File: config.mk
export PLATFORM = sky130hd
export DESIGN_NAME = winograd_matrix_multiply_unit
export DESIGN_NICKNAME = d
export VERILOG_FILES = /design/src/rtl/wmm_pkg.sv /design/src/rtl/wmm_datapath.sv /design/src/rtl/wmm_controller.sv /design/src/rtl/winograd_matrix_multiply_unit.sv
export SDC_FILE = /design/constraint.sdc
export NUM_CORES = 2
export LEC_CHECK = 0
export BUFFER_PORTS_ARGS = -buffer_cell sky130_fd_sc_hd__buf_2
export CAP_MARGIN = 20
export CORE_MARGIN = 2
export CORE_UTILIZATION = 64
export DETAILED_ROUTE_END_ITERATION = 8
export PLACE_DENSITY = 0.84
export SLEW_MARGIN = 20
export SYNTH_ARGS = -nofsm -noshare
export SYNTH_HDL_FRONTEND = slang
export SYNTH_SLANG_ARGS = --single-unit
File: constraint.sdc
create_clock -name clk_i -period 8.6 [get_ports clk_i]
set_input_delay 0.43 -clock clk_i [delete_from_list [all_inputs] [get_ports clk_i]]
set_output_delay 0.43 -clock clk_i [all_outputs]
set_load 0.05 [all_outputs]
File: src/rtl/wmm_pkg.sv
`default_nettype none
package wmm_pkg;
  localparam logic [1:0] FUNC_LOAD_A = 2'd0;
  localparam logic [1:0] FUNC_LOAD_B = 2'd1;
  localparam logic [1:0] FUNC_START  = 2'd2;
  localparam logic [1:0] FUNC_UNUSED = 2'd3;

  localparam logic [1:0] REG_ROWS_A = 2'd0;
  localparam logic [1:0] REG_INNER  = 2'd1;
  localparam logic [1:0] REG_COLS_B = 2'd2;
  localparam logic [1:0] REG_UNUSED = 2'd3;

  // Datapath operations issued by the controller.
  typedef enum logic [1:0] {
    OP_NONE   = 2'd0,
    OP_ROWF   = 2'd1,
    OP_COLF   = 2'd2,
    OP_RESULT = 2'd3
  } op_e;

  typedef struct packed {
    op_e        op;
    logic       clear;  // first term of a sum
    logic       odd;    // plain product term
    logic       emit;   // final term: result is registered out after stage 3
    logic       last;
    logic [2:0] i;
    logic [2:0] j;
    logic [2:0] k;
  } cmd_t;
endpackage
`default_nettype wire

File: src/rtl/wmm_datapath.sv
`default_nettype none
module wmm_datapath
  import wmm_pkg::*;
#(
  parameter int MAX_DIM   = 8,
  parameter int ELEM_BITS = 16
) (
  input  wire logic        clk_i,
  input  wire logic        rst_ni,
  input  wire logic        load_a_i,
  input  wire logic        load_b_i,
  input  wire logic [2:0]  row_index_i,
  input  wire logic [2:0]  col_index_i,
  input  wire logic [15:0] element_value_i,
  input  wire cmd_t        cmd_i,
  output logic             valid_o,
  output logic [2:0]       out_row_o,
  output logic [2:0]       out_col_o,
  output logic [31:0]      product_value_o,
  output logic             last_o
);
  localparam int AW = $clog2(MAX_DIM * MAX_DIM);
  localparam int IW = $clog2(MAX_DIM);

  logic [ELEM_BITS-1:0] store_a [MAX_DIM*MAX_DIM];
  logic [ELEM_BITS-1:0] store_b [MAX_DIM*MAX_DIM];
  logic [31:0] row_factors_q [MAX_DIM];
  logic [31:0] col_factors_q [MAX_DIM];

  logic [ELEM_BITS-1:0] a0_q, a1_q, b0_q, b1_q;
  cmd_t s1_q, s2_q, s3_q;
  logic [31:0] x_q, y_q, prod_q, acc_q, acc_d, base;
  logic [31:0] wa;

  function automatic logic [31:0] sx(input logic [ELEM_BITS-1:0] v);
    return 32'(signed'(v));
  endfunction

  function automatic logic [AW-1:0] adr(input logic [2:0] r, input logic [2:0] c);
    return AW'(r[IW-1:0]) * AW'(MAX_DIM) + AW'(c[IW-1:0]);
  endfunction

  assign wa = 32'(signed'(element_value_i));

  // Stage 0: store writes and two reads per store.
  logic [2:0] k1;
  assign k1 = cmd_i.k + 3'd1;
  always_ff @(posedge clk_i) begin
    if (load_a_i && (32'(row_index_i) < MAX_DIM) && (32'(col_index_i) < MAX_DIM)) begin
      store_a[adr(row_index_i, col_index_i)] <= wa[ELEM_BITS-1:0];
    end
    if (load_b_i && (32'(row_index_i) < MAX_DIM) && (32'(col_index_i) < MAX_DIM)) begin
      store_b[adr(row_index_i, col_index_i)] <= wa[ELEM_BITS-1:0];
    end
    a0_q <= store_a[adr(cmd_i.i, cmd_i.k)];
    a1_q <= store_a[adr(cmd_i.i, cmd_i.odd ? cmd_i.k : k1)];
    b0_q <= store_b[adr(cmd_i.k, cmd_i.j)];
    b1_q <= store_b[adr(cmd_i.odd ? cmd_i.k : k1, cmd_i.j)];
  end

  // Stage 1: operand forming. Stage 2: multiply. Stage 3: accumulate.
  always_ff @(posedge clk_i or negedge rst_ni) begin
    if (!rst_ni) begin
      s1_q <= '0;
      s2_q <= '0;
      s3_q <= '0;
    end else begin
      s1_q <= cmd_i;
      s2_q <= s1_q;
      s3_q <= s2_q;
    end
  end

  always_ff @(posedge clk_i) begin
    unique case (s1_q.op)
      OP_ROWF: begin
        x_q <= sx(a0_q);
        y_q <= sx(a1_q);
      end
      OP_COLF: begin
        x_q <= sx(b0_q);
        y_q <= sx(b1_q);
      end
      default: begin
        if (s1_q.odd) begin
          x_q <= sx(a0_q);
          y_q <= sx(b0_q);
        end else begin
          x_q <= sx(a0_q) + sx(b1_q);
          y_q <= sx(a1_q) + sx(b0_q);
        end
      end
    endcase
    prod_q <= x_q * y_q;
  end

  // A plain product that opens a sum means an inner size of one: there are no
  // pairs, so both factors are zero and the stored ones are not used.
  always_comb begin
    base = 32'd0;
    if (s3_q.op == OP_RESULT && !s3_q.odd) begin
      base = 32'd0 - (row_factors_q[s3_q.i[IW-1:0]] + col_factors_q[s3_q.j[IW-1:0]]);
    end
    acc_d = (s3_q.clear ? base : acc_q) + prod_q;
  end

  always_ff @(posedge clk_i or negedge rst_ni) begin
    if (!rst_ni) begin
      for (int n = 0; n < MAX_DIM; n++) begin
        row_factors_q[n] <= '0;
        col_factors_q[n] <= '0;
      end
      acc_q   <= '0;
      valid_o <= 1'b0;
      last_o  <= 1'b0;
      out_row_o <= '0;
      out_col_o <= '0;
      product_value_o <= '0;
    end else begin
      valid_o <= 1'b0;
      last_o  <= 1'b0;
      if (s3_q.op != OP_NONE) begin
        acc_q <= acc_d;
        if (s3_q.emit) begin
          case (s3_q.op)
            OP_ROWF: row_factors_q[s3_q.i[IW-1:0]] <= acc_d;
            OP_COLF: col_factors_q[s3_q.j[IW-1:0]] <= acc_d;
            default: begin
              valid_o <= 1'b1;
              last_o  <= s3_q.last;
              out_row_o <= s3_q.i;
              out_col_o <= s3_q.j;
              product_value_o <= acc_d;
            end
          endcase
        end
      end
    end
  end
endmodule
`default_nettype wire

File: src/rtl/wmm_controller.sv
`default_nettype none
module wmm_controller
  import wmm_pkg::*;
#(
  parameter int MAX_DIM = 8
) (
  input  wire logic       clk_i,
  input  wire logic       rst_ni,
  input  wire logic       go_i,
  input  wire logic [3:0] rows_a_i,
  input  wire logic [3:0] inner_i,
  input  wire logic [3:0] cols_b_i,
  output logic            busy_o,
  output cmd_t            cmd_o
);
  localparam logic [2:0] ST_IDLE  = 3'd0;
  localparam logic [2:0] ST_ROWF  = 3'd1;
  localparam logic [2:0] ST_COLF  = 3'd2;
  localparam logic [2:0] ST_RES   = 3'd3;
  localparam logic [2:0] ST_DRAIN = 3'd4;

  logic [2:0] state_q, state_d;
  logic [2:0] i_q, i_d, j_q, j_d, k_q, k_d, dr_q, dr_d;
  logic [3:0] ra, n, cb;
  logic [2:0] ilast, jlast, pairs_last;
  logic       has_pairs, odd_n, k_odd, k_end;

  function automatic logic [3:0] clampd(input logic [3:0] v);
    if (v == 4'd0) return 4'd1;
    if (32'(v) > MAX_DIM) return 4'(MAX_DIM);
    return v;
  endfunction

  assign ra = clampd(rows_a_i);
  assign n  = clampd(inner_i);
  assign cb = clampd(cols_b_i);
  assign ilast = 3'(ra - 4'd1);
  assign jlast = 3'(cb - 4'd1);
  assign has_pairs = n > 4'd1;
  assign odd_n = n[0];
  assign pairs_last = 3'((n & 4'b1110) - 4'd2);
  // Result term k: pairs step by two, the odd tail sits at n-1.
  assign k_odd = odd_n && (k_q == 3'(n - 4'd1));
  assign k_end = k_odd || (!odd_n && k_q == pairs_last);

  always_comb begin
    state_d = state_q;
    i_d = i_q; j_d = j_q; k_d = k_q; dr_d = dr_q;
    cmd_o = '0;
    cmd_o.i = i_q; cmd_o.j = j_q; cmd_o.k = k_q;
    unique case (state_q)
      ST_IDLE: begin
        if (go_i) begin
          i_d = '0; j_d = '0; k_d = '0;
          state_d = has_pairs ? ST_ROWF : ST_RES;
        end
      end
      ST_ROWF: begin
        cmd_o.op = OP_ROWF;
        cmd_o.clear = (k_q == 3'd0);
        cmd_o.emit = (k_q == pairs_last);
        if (k_q == pairs_last) begin
          k_d = '0;
          if (i_q == ilast) begin
            i_d = '0;
            state_d = ST_COLF;
          end else begin
            i_d = i_q + 3'd1;
          end
        end else begin
          k_d = k_q + 3'd2;
        end
      end
      ST_COLF: begin
        cmd_o.op = OP_COLF;
        cmd_o.clear = (k_q == 3'd0);
        cmd_o.emit = (k_q == pairs_last);
        if (k_q == pairs_last) begin
          k_d = '0;
          if (j_q == jlast) begin
            j_d = '0;
            dr_d = 3'd3;
            state_d = ST_DRAIN;
          end else begin
            j_d = j_q + 3'd1;
          end
        end else begin
          k_d = k_q + 3'd2;
        end
      end
      ST_DRAIN: begin
        // Factors must be written back before the result pass reads them.
        dr_d = dr_q - 3'd1;
        if (dr_q == 3'd0) begin
          state_d = ST_RES;
        end
      end
      ST_RES: begin
        cmd_o.op = OP_RESULT;
        cmd_o.clear = (k_q == 3'd0);
        cmd_o.odd = k_odd;
        cmd_o.emit = k_end;
        cmd_o.last = k_end && i_q == ilast && j_q == jlast;
        if (k_end) begin
          k_d = '0;
          if (j_q == jlast) begin
            j_d = '0;
            if (i_q == ilast) begin
              dr_d = 3'd3;
              state_d = ST_IDLE;
            end else begin
              i_d = i_q + 3'd1;
            end
          end else begin
            j_d = j_q + 3'd1;
          end
        end else begin
          k_d = k_q + 3'd2;
        end
      end
      default: state_d = ST_IDLE;
    endcase
    if (state_q == ST_IDLE && dr_q != 3'd0) begin
      dr_d = dr_q - 3'd1;
    end
  end

  assign busy_o = (state_q != ST_IDLE) || (dr_q != 3'd0);

  always_ff @(posedge clk_i or negedge rst_ni) begin
    if (!rst_ni) begin
      state_q <= ST_IDLE;
      i_q <= '0; j_q <= '0; k_q <= '0; dr_q <= '0;
    end else begin
      state_q <= state_d;
      i_q <= i_d; j_q <= j_d; k_q <= k_d; dr_q <= dr_d;
    end
  end
endmodule
`default_nettype wire

File: src/rtl/winograd_matrix_multiply_unit.sv
// Loads (func 0 and 1) are taken only while busy is low, and busy stays low.
// A start runs rows_a*P + cols_b*P factor terms (P = inner_size/2), a drain,
// then one term per cycle of each result (ceil(inner_size/2) terms); busy stays high
// past the last term while the drain count runs down, and falls in the cycle that
// carries the last result. Results leave via s1, s2, s3 and the output register.
// The receiver cannot stall; each result strobe lasts one cycle.
// Asynchronous active-low reset clears sizes to 8, the factors and all control state.
`default_nettype none
module winograd_matrix_multiply_unit
  import wmm_pkg::*;
#(
  parameter int MAX_DIM   = 8,
  parameter int ELEM_BITS = 16
) (
  input  wire logic        clk_i,
  input  wire logic        rst_ni,
  input  wire logic        start,
  output logic             busy,
  input  wire logic [1:0]  func_i,
  input  wire logic [2:0]  row_index_i,
  input  wire logic [2:0]  col_index_i,
  input  wire logic [15:0] element_value_i,
  input  wire logic        cfg_valid_i,
  output logic             cfg_ready_o,
  input  wire logic [1:0]  cfg_index_i,
  input  wire logic [3:0]  cfg_data_i,
  output logic             result_valid_o,
  output logic [2:0]       out_row_o,
  output logic [2:0]       out_col_o,
  output logic [31:0]      product_value_o,
  output logic             last_o
);
  logic [3:0] rows_a_q, inner_q, cols_b_q;
  logic acc;
  cmd_t cmd;

  assign cfg_ready_o = 1'b1;
  assign acc = start && !busy;

  always_ff @(posedge clk_i or negedge rst_ni) begin
    if (!rst_ni) begin
      rows_a_q <= 4'd8; inner_q <= 4'd8; cols_b_q <= 4'd8;
    end else if (cfg_valid_i) begin
      case (cfg_index_i)
        REG_ROWS_A: rows_a_q <= cfg_data_i;
        REG_INNER:  inner_q  <= cfg_data_i;
        REG_COLS_B: cols_b_q <= cfg_data_i;
        default: ;
      endcase
    end
  end

  wmm_controller #(.MAX_DIM(MAX_DIM)) u_ctrl (
    .clk_i, .rst_ni,
    .go_i(acc && func_i == FUNC_START),
    .rows_a_i(rows_a_q), .inner_i(inner_q), .cols_b_i(cols_b_q),
    .busy_o(busy), .cmd_o(cmd)
  );

  wmm_datapath #(.MAX_DIM(MAX_DIM), .ELEM_BITS(ELEM_BITS)) u_dp (
    .clk_i, .rst_ni,
    .load_a_i(acc && func_i == FUNC_LOAD_A),
    .load_b_i(acc && func_i == FUNC_LOAD_B),
    .row_index_i, .col_index_i, .element_value_i,
    .cmd_i(cmd),
    .valid_o(result_valid_o), .out_row_o, .out_col_o, .product_value_o, .last_o
  );

  a_last_valid: assert property (@(posedge clk_i) disable iff (!rst_ni)
    last_o |-> result_valid_o) else $error("last without result");
  a_no_result_idle: assert property (@(posedge clk_i) disable iff (!rst_ni)
    result_valid_o |-> $past(busy)) else $error("result while idle");
  a_last_then_done: assert property (@(posedge clk_i) disable iff (!rst_ni)
    last_o |=> !result_valid_o) else $error("result after last");
endmodule
`default_nettype wire
Word-level counts from Yosys, hierarchy flattened
Memories as Yosys holds them, arrays and structs flattened. A register that Yosys moved wholly into a read port is not among the register bits.
Cells that the tools add are included.

word-level totals
  register bits after elaboration = 743
  latch bits = 0
  RAM bits = 2048
  ROM bits = 0
  input bits = 34
  output and inout port bits = 42
  logic and storage cells = 250
  memories kept = 2

memories
  memory        words  width  read ports  clocked after Yosys merged registers in  wr ports  RTL line            source
  u_dp.store_a  64     16     2           2                                        1         wmm_datapath.sv:25  logic [ELEM_BITS-1:0] store_a [MAX_DIM*MAX_DIM];
  u_dp.store_b  64     16     2           2                                        1         wmm_datapath.sv:26  logic [ELEM_BITS-1:0] store_b [MAX_DIM*MAX_DIM];

operators by class
  $add $sub $neg = 19
  multiply operators = 1
  div/mod/pow operators = 0
  magnitude comparators = 8
  eq/ne operators = 32
  shift-type cells = 0
  mux-type cells = 86
  bitwise gates (word level) = 3
  reduce and logical (&&, ||, !) cells = 45

operators with widths
  kind                   count
  $bwmux 256             2
  $mux 32                10
  $bmux 32 s3            2
  $demux 32 s3           2
  $pmux 32 s2            2
  $mux 3                 35
  $add 32x32->32         2
  $pmux 3 s3             5
  $add 16x16->17         2
  $mul 32x32->32         1
  $sub 1x32->32 const A  1
  $add 6x3->6            5
  $mux 1                 21
  $ne 2x1->1 const B     9
  $mux 4                 4
  $ne 3x1->1 const B     5
  $pmux 3 s5             1
  $reduce_bool 3->1      5
  $eq 3x3->1             4
  $gt 4x4->1 const B     3
  $logic_and 1x1->1      12
  $logic_not 4->1        3
  $reduce_and 6->1       2
  $sub 3x1->3 const B    4
  27 further kinds       52

Logic depth before layout (Yosys ltp)
  depth after elaboration = 12
  mapped depth = 33
  depth with buffers taken out = 29

Hierarchy
Synthesis repeated with hierarchy kept, for this count alone.

second synthesis, totals
  cell total of the unflattened synthesis = 8539
  area, all modules = 134462.7 um2

by module, submodules not included
  module                         instances  cells each  area an instance (um2)  seq. area each (um2)
  wmm_datapath                   1          8324        132487.1                79616.4
  wmm_controller                 1          183         1462.7                  350.3
  winograd_matrix_multiply_unit  1          32          513.0                   304.0

Least setup slack after synthesis
OpenSTA, ideal clock, no wires.

  kind = reg2reg
  start = register u_dp.s3_q[7] (netlist name)
  end = register u_dp.col_factors_q[221] (netlist name)
  library setup time = 0.127 ns
  data arrival time = 6.789 ns
  slack = 1.684 ns
  cell stages (with the launch flop) = 33
  path through = dfrtp_1 -> clkbuf_1 -> and3_1 -> clkbuf_1 -> clkbuf_1 -> clkbuf_1 -> a22oi_1 -> and4_1 -> ha_1 -> ha_1 -> fa_1 -> a211oi_1 -> o211ai_1 -> a21oi_1 -> o21ai_0 -> a21o_1 -> a21o_1 -> a21o_1 -> a21oi_1 -> xnor2_1 -> a22o_1 -> ha_1 -> a21oi_1 -> a221oi_1 -> a21o_1 -> or3_1 -> o21bai_2 -> a21oi_2 -> a21o_1 -> a21oi_2 -> xor2_2 -> buf_2 -> o21ai_1

on the way
  cells in the longest elaborated chain, start to end = 10

ends and longest elaborated chain
  what                                         RTL line             source
  start: declaration                           wmm_datapath.sv:31   cmd_t s1_q, s2_q, s3_q;
  start signal: assignment                     wmm_datapath.sv:70   s3_q <= s2_q;
  $not 3->4 (not written as such)              wmm_datapath.sv:102  base = 32'd0 - (row_factors_q[s3_q.i[IW-1:0]] + col_factors_q[s3_q.j[IW-1:0]]);
  $bmux 32 s3                                  wmm_datapath.sv:102
  $mux 32 (not written as such) (2 in series)  wmm_datapath.sv:102
  $add 32x32->32                               wmm_datapath.sv:102
  $sub 1x32->32                                wmm_datapath.sv:102
  $mux 32                                      wmm_datapath.sv:101  if (s3_q.op == OP_RESULT && !s3_q.odd) begin
  $mux 32                                      wmm_datapath.sv:104  acc_d = (s3_q.clear ? base : acc_q) + prod_q;
  $add 32x32->32                               wmm_datapath.sv:104
  $bwmux 256                                   wmm_datapath.sv:127  OP_COLF: col_factors_q[s3_q.j[IW-1:0]] <= acc_d;
  end signal: indexed assignment               wmm_datapath.sv:111  col_factors_q[n] <= '0;
  end signal: indexed assignment               wmm_datapath.sv:127
  end: declaration                             wmm_datapath.sv:28   logic [31:0] col_factors_q [MAX_DIM];

No other way between the ends. The select of a mux whose other input is x is not followed.
A chain may end at the register's enable or synchronous reset.

Worst setup path after layout
  start = register u_dp.s3_q[4] (netlist name)
  end = register u_dp.row_factors_q[253] (netlist name)

on the way
  cells in the longest elaborated chain, start to end = 10

ends and longest elaborated chain
  what                                         RTL line             source
  $not 3->4 (not written as such)              wmm_datapath.sv:102
  $bmux 32 s3                                  wmm_datapath.sv:102
  $mux 32 (not written as such) (2 in series)  wmm_datapath.sv:102
  $add 32x32->32                               wmm_datapath.sv:102
  $sub 1x32->32                                wmm_datapath.sv:102
  $mux 32                                      wmm_datapath.sv:101
  $mux 32                                      wmm_datapath.sv:104
  $add 32x32->32                               wmm_datapath.sv:104
  $bwmux 256                                   wmm_datapath.sv:126  OP_ROWF: row_factors_q[s3_q.i[IW-1:0]] <= acc_d;
  end signal: indexed assignment               wmm_datapath.sv:110  row_factors_q[n] <= '0;
  end signal: indexed assignment               wmm_datapath.sv:126
  end: declaration                             wmm_datapath.sv:27   logic [31:0] row_factors_q [MAX_DIM];

No other way between the ends. The select of a mux whose other input is x is not followed.

==> report_table.html <==
<table>
<tr><th>Metric</th><th>Value</th></tr>
<tr><th colspan="2">Logic synthesis</th></tr>
<tr><td>Number of nets in the synthesized netlist</td><td>8994</td></tr>
<tr><td>Main area contributors after synthesis</td><td>sky130_fd_sc_hd__edfxtp_1 (47%), sky130_fd_sc_hd__mux4_2 (13%), sky130_fd_sc_hd__dfrtp_1 (12%), sky130_fd_sc_hd__fa_1 (5.4%), sky130_fd_sc_hd__ha_1 (2.5%)</td></tr>
<tr><td>Sequential element share of the synthesized area</td><td>61.8%</td></tr>
<tr><td>Unique masters post-synth</td><td>89</td></tr>
<tr><td>Synth area leader</td><td>sky130_fd_sc_hd__edfxtp_1</td></tr>
<tr><td>Async S/R FF share, synth</td><td>22.9%</td></tr>
<tr><td>Number of synthesized flops with an enable pin</td><td>2048</td></tr>
<tr><td>#FFs+latches synth</td><td>2824</td></tr>
<tr><td>Post-synthesis area per instance</td><td>15.5 µm²</td></tr>
<tr><td>Number of instances in the synthesized netlist</td><td>8353</td></tr>
<tr><td>Yosys Warn Count</td><td>0</td></tr>
<tr><td>Post-Syn Area</td><td>130000 µm²</td></tr>
<tr><td>Area share of the leading cell type in the synthesized netlist</td><td>47.4%</td></tr>
<tr><td>Main synth FF type</td><td>sky130_fd_sc_hd__edfxtp_1</td></tr>
<tr><th colspan="2">Clocking</th></tr>
<tr><td>TritonCTS clock tree</td><td>yes</td></tr>
<tr><td>Resized cells post-CTS</td><td>0</td></tr>
<tr><td>Clock network latency to the later pin of the worst-skew pair</td><td>0.99 ns</td></tr>
<tr><td>Clock transition at path regs</td><td>0.07 ns</td></tr>
<tr><td>Maximum root-to-sink buffer count</td><td>4</td></tr>
<tr><td>Master cell of the clock root buffer</td><td>sky130_fd_sc_hd__clkbuf_16</td></tr>
<tr><td>CTS buffer count</td><td>298</td></tr>
<tr><td>H-tree depth</td><td>5</td></tr>
<tr><td>Number of buffers added to fix hold violations after cts</td><td>22</td></tr>
<tr><td>CTS sink cnt</td><td>2824</td></tr>
<tr><td>Post-CTS Setup Bufs</td><td>0</td></tr>
<tr><th colspan="2">Setup path</th></tr>
<tr><td>Required time of the worst setup path</td><td>9.35 ns</td></tr>
<tr><td>Startpoint type of the worst setup path</td><td>flip-flop</td></tr>
<tr><td>Data arrival time of the critical path</td><td>8.60 ns</td></tr>
<tr><td>Maximum fanout along the worst path</td><td>18</td></tr>
<tr><td>Crit path kind</td><td>reg2reg</td></tr>
<tr><td>Slowest-stage cell, CP</td><td>sky130_fd_sc_hd__dfrtp_1</td></tr>
<tr><td>Worst reg2reg setup slack</td><td>0.76 ns</td></tr>
<tr><td>Delay of the slowest cell on the worst path</td><td>0.60 ns</td></tr>
<tr><td>Most prevalent standard cell on the critical path</td><td>sky130_fd_sc_hd__a21o_1</td></tr>
<tr><td>Crit end category</td><td>flip-flop</td></tr>
<tr><th colspan="2">Die</th></tr>
<tr><td>Placeable core area</td><td>202000 µm²</td></tr>
<tr><td>Total Die Area</td><td>206000 µm²</td></tr>
<tr><td>Width of the chip</td><td>454 µm</td></tr>
<tr><td>Standard-cell rows</td><td>165</td></tr>
<tr><td>Starting density of the core</td><td>64.3%</td></tr>
<tr><td>DIE HEIGHT</td><td>454 µm</td></tr>
<tr><td>Number of I/O pins</td><td>76</td></tr>
<tr><th colspan="2">Detailed routing</th></tr>
<tr><td>DR pass1 iterations</td><td>9</td></tr>
<tr><td>Post-detailed-route via-to-cell ratio</td><td>7.19</td></tr>
<tr><td>Initial DRC Count</td><td>13900</td></tr>
<tr><td>Residual DRC</td><td>373</td></tr>
<tr><td>Number of vias after detailed routing</td><td>81900</td></tr>
<tr><td>Wire length per cell after detailed routing</td><td>34.4 µm</td></tr>
<tr><td>Antenna-violating nets left</td><td>0</td></tr>
<tr><td>Final routed wirelength across all metal layers</td><td>392 mm</td></tr>
<tr><th colspan="2">STA</th></tr>
<tr><td>Number of setup violations in the final report</td><td>0</td></tr>
<tr><td>Worst Max-Slew Pin Slew</td><td>1.18 ns</td></tr>
<tr><td>Setup_tns</td><td>0 ns</td></tr>
<tr><td>Worst slew slack as a fraction of its limit</td><td>19.4%</td></tr>
<tr><td>F_max</td><td>0.127 GHz</td></tr>
<tr><td>Final critical-path share of the clock period</td><td>91.2%</td></tr>
<tr><td>Unrepaired setup endpoints after global routing</td><td>false</td></tr>
<tr><td>Final Skew</td><td>0.118 ns</td></tr>
<tr><td>Fin crit period</td><td>7.84 ns</td></tr>
<tr><td>Final hold vios</td><td>0</td></tr>
<tr><td>Max-slew violation total from the final report</td><td>0</td></tr>
<tr><th colspan="2">Final layout</th></tr>
<tr><td>Net total in the final layout</td><td>9146</td></tr>
<tr><td>Leading cell type in the layout, fill and taps excluded</td><td>sky130_fd_sc_hd__edfxtp_1</td></tr>
<tr><td>Area growth syn-to-layout</td><td>10.6%</td></tr>
<tr><td>Post-route cell area</td><td>144000 µm²</td></tr>
<tr><td>Most used cells in the layout excluding fill and tap cells</td><td>sky130_fd_sc_hd__edfxtp_1 (2048), sky130_fd_sc_hd__nand2_1 (837), sky130_fd_sc_hd__mux4_2 (752), sky130_fd_sc_hd__dfrtp_1 (637), sky130_fd_sc_hd__o21ai_0 (604)</td></tr>
<tr><td>Filler Cells Inserted</td><td>11700</td></tr>
<tr><td>Proportion of layout cells with a drive suffix above 1</td><td>20.0%</td></tr>
<tr><th colspan="2">GRT</th></tr>
<tr><td>Via count of the first global-routing pass</td><td>82800</td></tr>
<tr><td>GRT Resource Usage Total</td><td>38.5%</td></tr>
<tr><td>Global-route wire length before repair</td><td>571 mm</td></tr>
<tr><td>Largest net degree at the start of global routing</td><td>163</td></tr>
<tr><td>Global route overflow</td><td>0</td></tr>
<tr><td>Initial antenna violation count</td><td>32</td></tr>
<tr><th colspan="2">Outcome</th></tr>
<tr><td>Failing checks</td><td>DRC</td></tr>
<tr><td>Run status</td><td>complete, but fails checks</td></tr>
<tr><th colspan="2">Place</th></tr>
<tr><td>Routability congestion estimate from global placement</td><td>0.940</td></tr>
<tr><td>HPWL reported at the end of detailed placement</td><td>225 mm</td></tr>
<tr><td>Area after detailed placement</td><td>134000 µm²</td></tr>
<tr><td>Buffers added on ports</td><td>74</td></tr>
<tr><th colspan="2">Worst hold path</th></tr>
<tr><td>Path class of the lowest-slack min-delay path</td><td>in2reg</td></tr>
<tr><th colspan="2">Job</th></tr>
<tr><td>Number of maximum-capacitance constraint violations</td><td>0</td></tr>
</table>
[synth_stat cells (102+ instances only)]
cell type,n
sky130_fd_sc_hd__a21oi_1,154
sky130_fd_sc_hd__a22oi_1,262
sky130_fd_sc_hd__and2_1,182
sky130_fd_sc_hd__clkbuf_1,396
sky130_fd_sc_hd__dfrtp_1,643
sky130_fd_sc_hd__dfxtp_1,130
sky130_fd_sc_hd__edfxtp_1,2048
sky130_fd_sc_hd__fa_1,349
sky130_fd_sc_hd__ha_1,258
sky130_fd_sc_hd__inv_1,401
sky130_fd_sc_hd__mux2_2,102
sky130_fd_sc_hd__mux4_2,752
sky130_fd_sc_hd__nand2_1,854
sky130_fd_sc_hd__nor2_1,250
sky130_fd_sc_hd__o21ai_0,604
[worst paths after layout]
kind                                        start                                  end  depth (start not counted)
max                        u_dp.s3_q[4]$_DFF_PN0_  u_dp.row_factors_q[253]$_DFFE_PN0P_                         28
min                           element_value_i[12]       u_dp.store_b[21][12]$_DFFE_PP_                          1
max reg2reg                u_dp.s3_q[4]$_DFF_PN0_  u_dp.row_factors_q[253]$_DFFE_PN0P_                         28
min reg2reg                u_dp.s1_q[3]$_DFF_PN0_               u_dp.s2_q[3]$_DFF_PN0_                          0
max in group asynchronous                  rst_ni            u_ctrl.j_q[0]$_DFFE_PN0P_                          4
min in group asynchronous                  rst_ni   u_dp.row_factors_q[43]$_DFFE_PN0P_                          2
[logic make-up (layout without fill, tap and decap cells)]
| logic type | Yosys count | count (layout) | share of synthesized area, % |
|---|---|---|---|
| adders and majority gates | 607 | 607 | 7.87 |
| and+or+nand+nor | 1560 | 1560 | 5.47 |
| muxes | 932 | 932 | 14.5 |
| AOI/OAI and AO/OA | 1377 | 1377 | 6.59 |
| other | 1 | 12 | 0.00289 |
| DFF | 2824 | 2824 | 61.8 |
| buffers and inverters | 905 | 1268 | 2.68 |
| xor gates and xnor gates | 147 | 147 | 1.02 |
[metrics by stage]
stage,utilization [%],setup slack [ns],hold slack (ns),cells
floorplan,-,1.68,0.134,8353
global placement,66.3,1.15,0.331,10800
detailed placement,66.4,0.958,0.335,10900
CTS,71.1,0.875,0.0116,11400
global route,71.1,0.291,0.0432,11400
finish,71.1,0.756,0.0265,11400
[per-layer routing]
| metal | global-route usage (%) | part of all wire (%) | up-vias |
|---|---|---|---|
| met4 | 24.6 | 8.3 | 44 |
| met1 | 47.6 | 32 | 41100 |
| met2 | 60.5 | 47 | 7150 |
| met5 | 0 | 0.080 | - |
| li1 | - | - | 31800 |
| met3 | 10.5 | 12 | 1863 |
[state kept, by name (all words and copies together), names as in the netlist, 4 cells and up]
| register | cells |
|---|---|
| u_dp.a1_q | 16 |
| u_dp.product_value_o | 32 |
| u_dp.prod_q | 32 |
| u_dp.acc_q | 32 |
| cols_b_q | 4 |
| u_dp.store_b | 1024 |
| rows_a_q | 4 |
| inner_q | 4 |
| u_dp.col_factors_q | 256 |
| u_dp.b1_q | 16 |
| u_dp.s2_q | 12 |
| u_dp.x_q | 17 |
| u_dp.s1_q | 12 |
| u_dp.y_q | 17 |
| u_dp.b0_q | 16 |
| u_dp.store_a | 1024 |
| u_dp.row_factors_q | 256 |
| u_dp.s3_q | 12 |
| u_dp.a0_q | 16 |
[layout make-up]
| class | instances | area (µm²) | area share (%) |
|---|---|---|---|
| multi-input cells | 4624 | 46400 | 32.3 |
| inverters | 405 | 1520 | 1.06 |
| flip-flops and latches | 2824 | 80300 | 55.9 |
| diodes | 11 | 27.5 | 0.0192 |
| repair buffers | 352 | 2770 | 1.93 |
| clock buffers | 380 | 8060 | 5.61 |
| clock inverters | 131 | 1280 | 0.890 |
| well taps | 2672 | 3340 | 2.33 |
[worst max-delay path, delay by kind of cell, from the launching register on]
kind / cells / cell delay, ns
simple gates: 3 / 0.97
xor+xnor: 2 / 0.70
buf+inv: 2 / 0.53
flops: 1 / 0.60
fa+ha+maj: 3 / 1.09
compound gates: 18 / 3.77
Power is left out: the tool's default activity adds up to more than one toggle a clock period on the data nets, which glitch-free logic cannot reach.
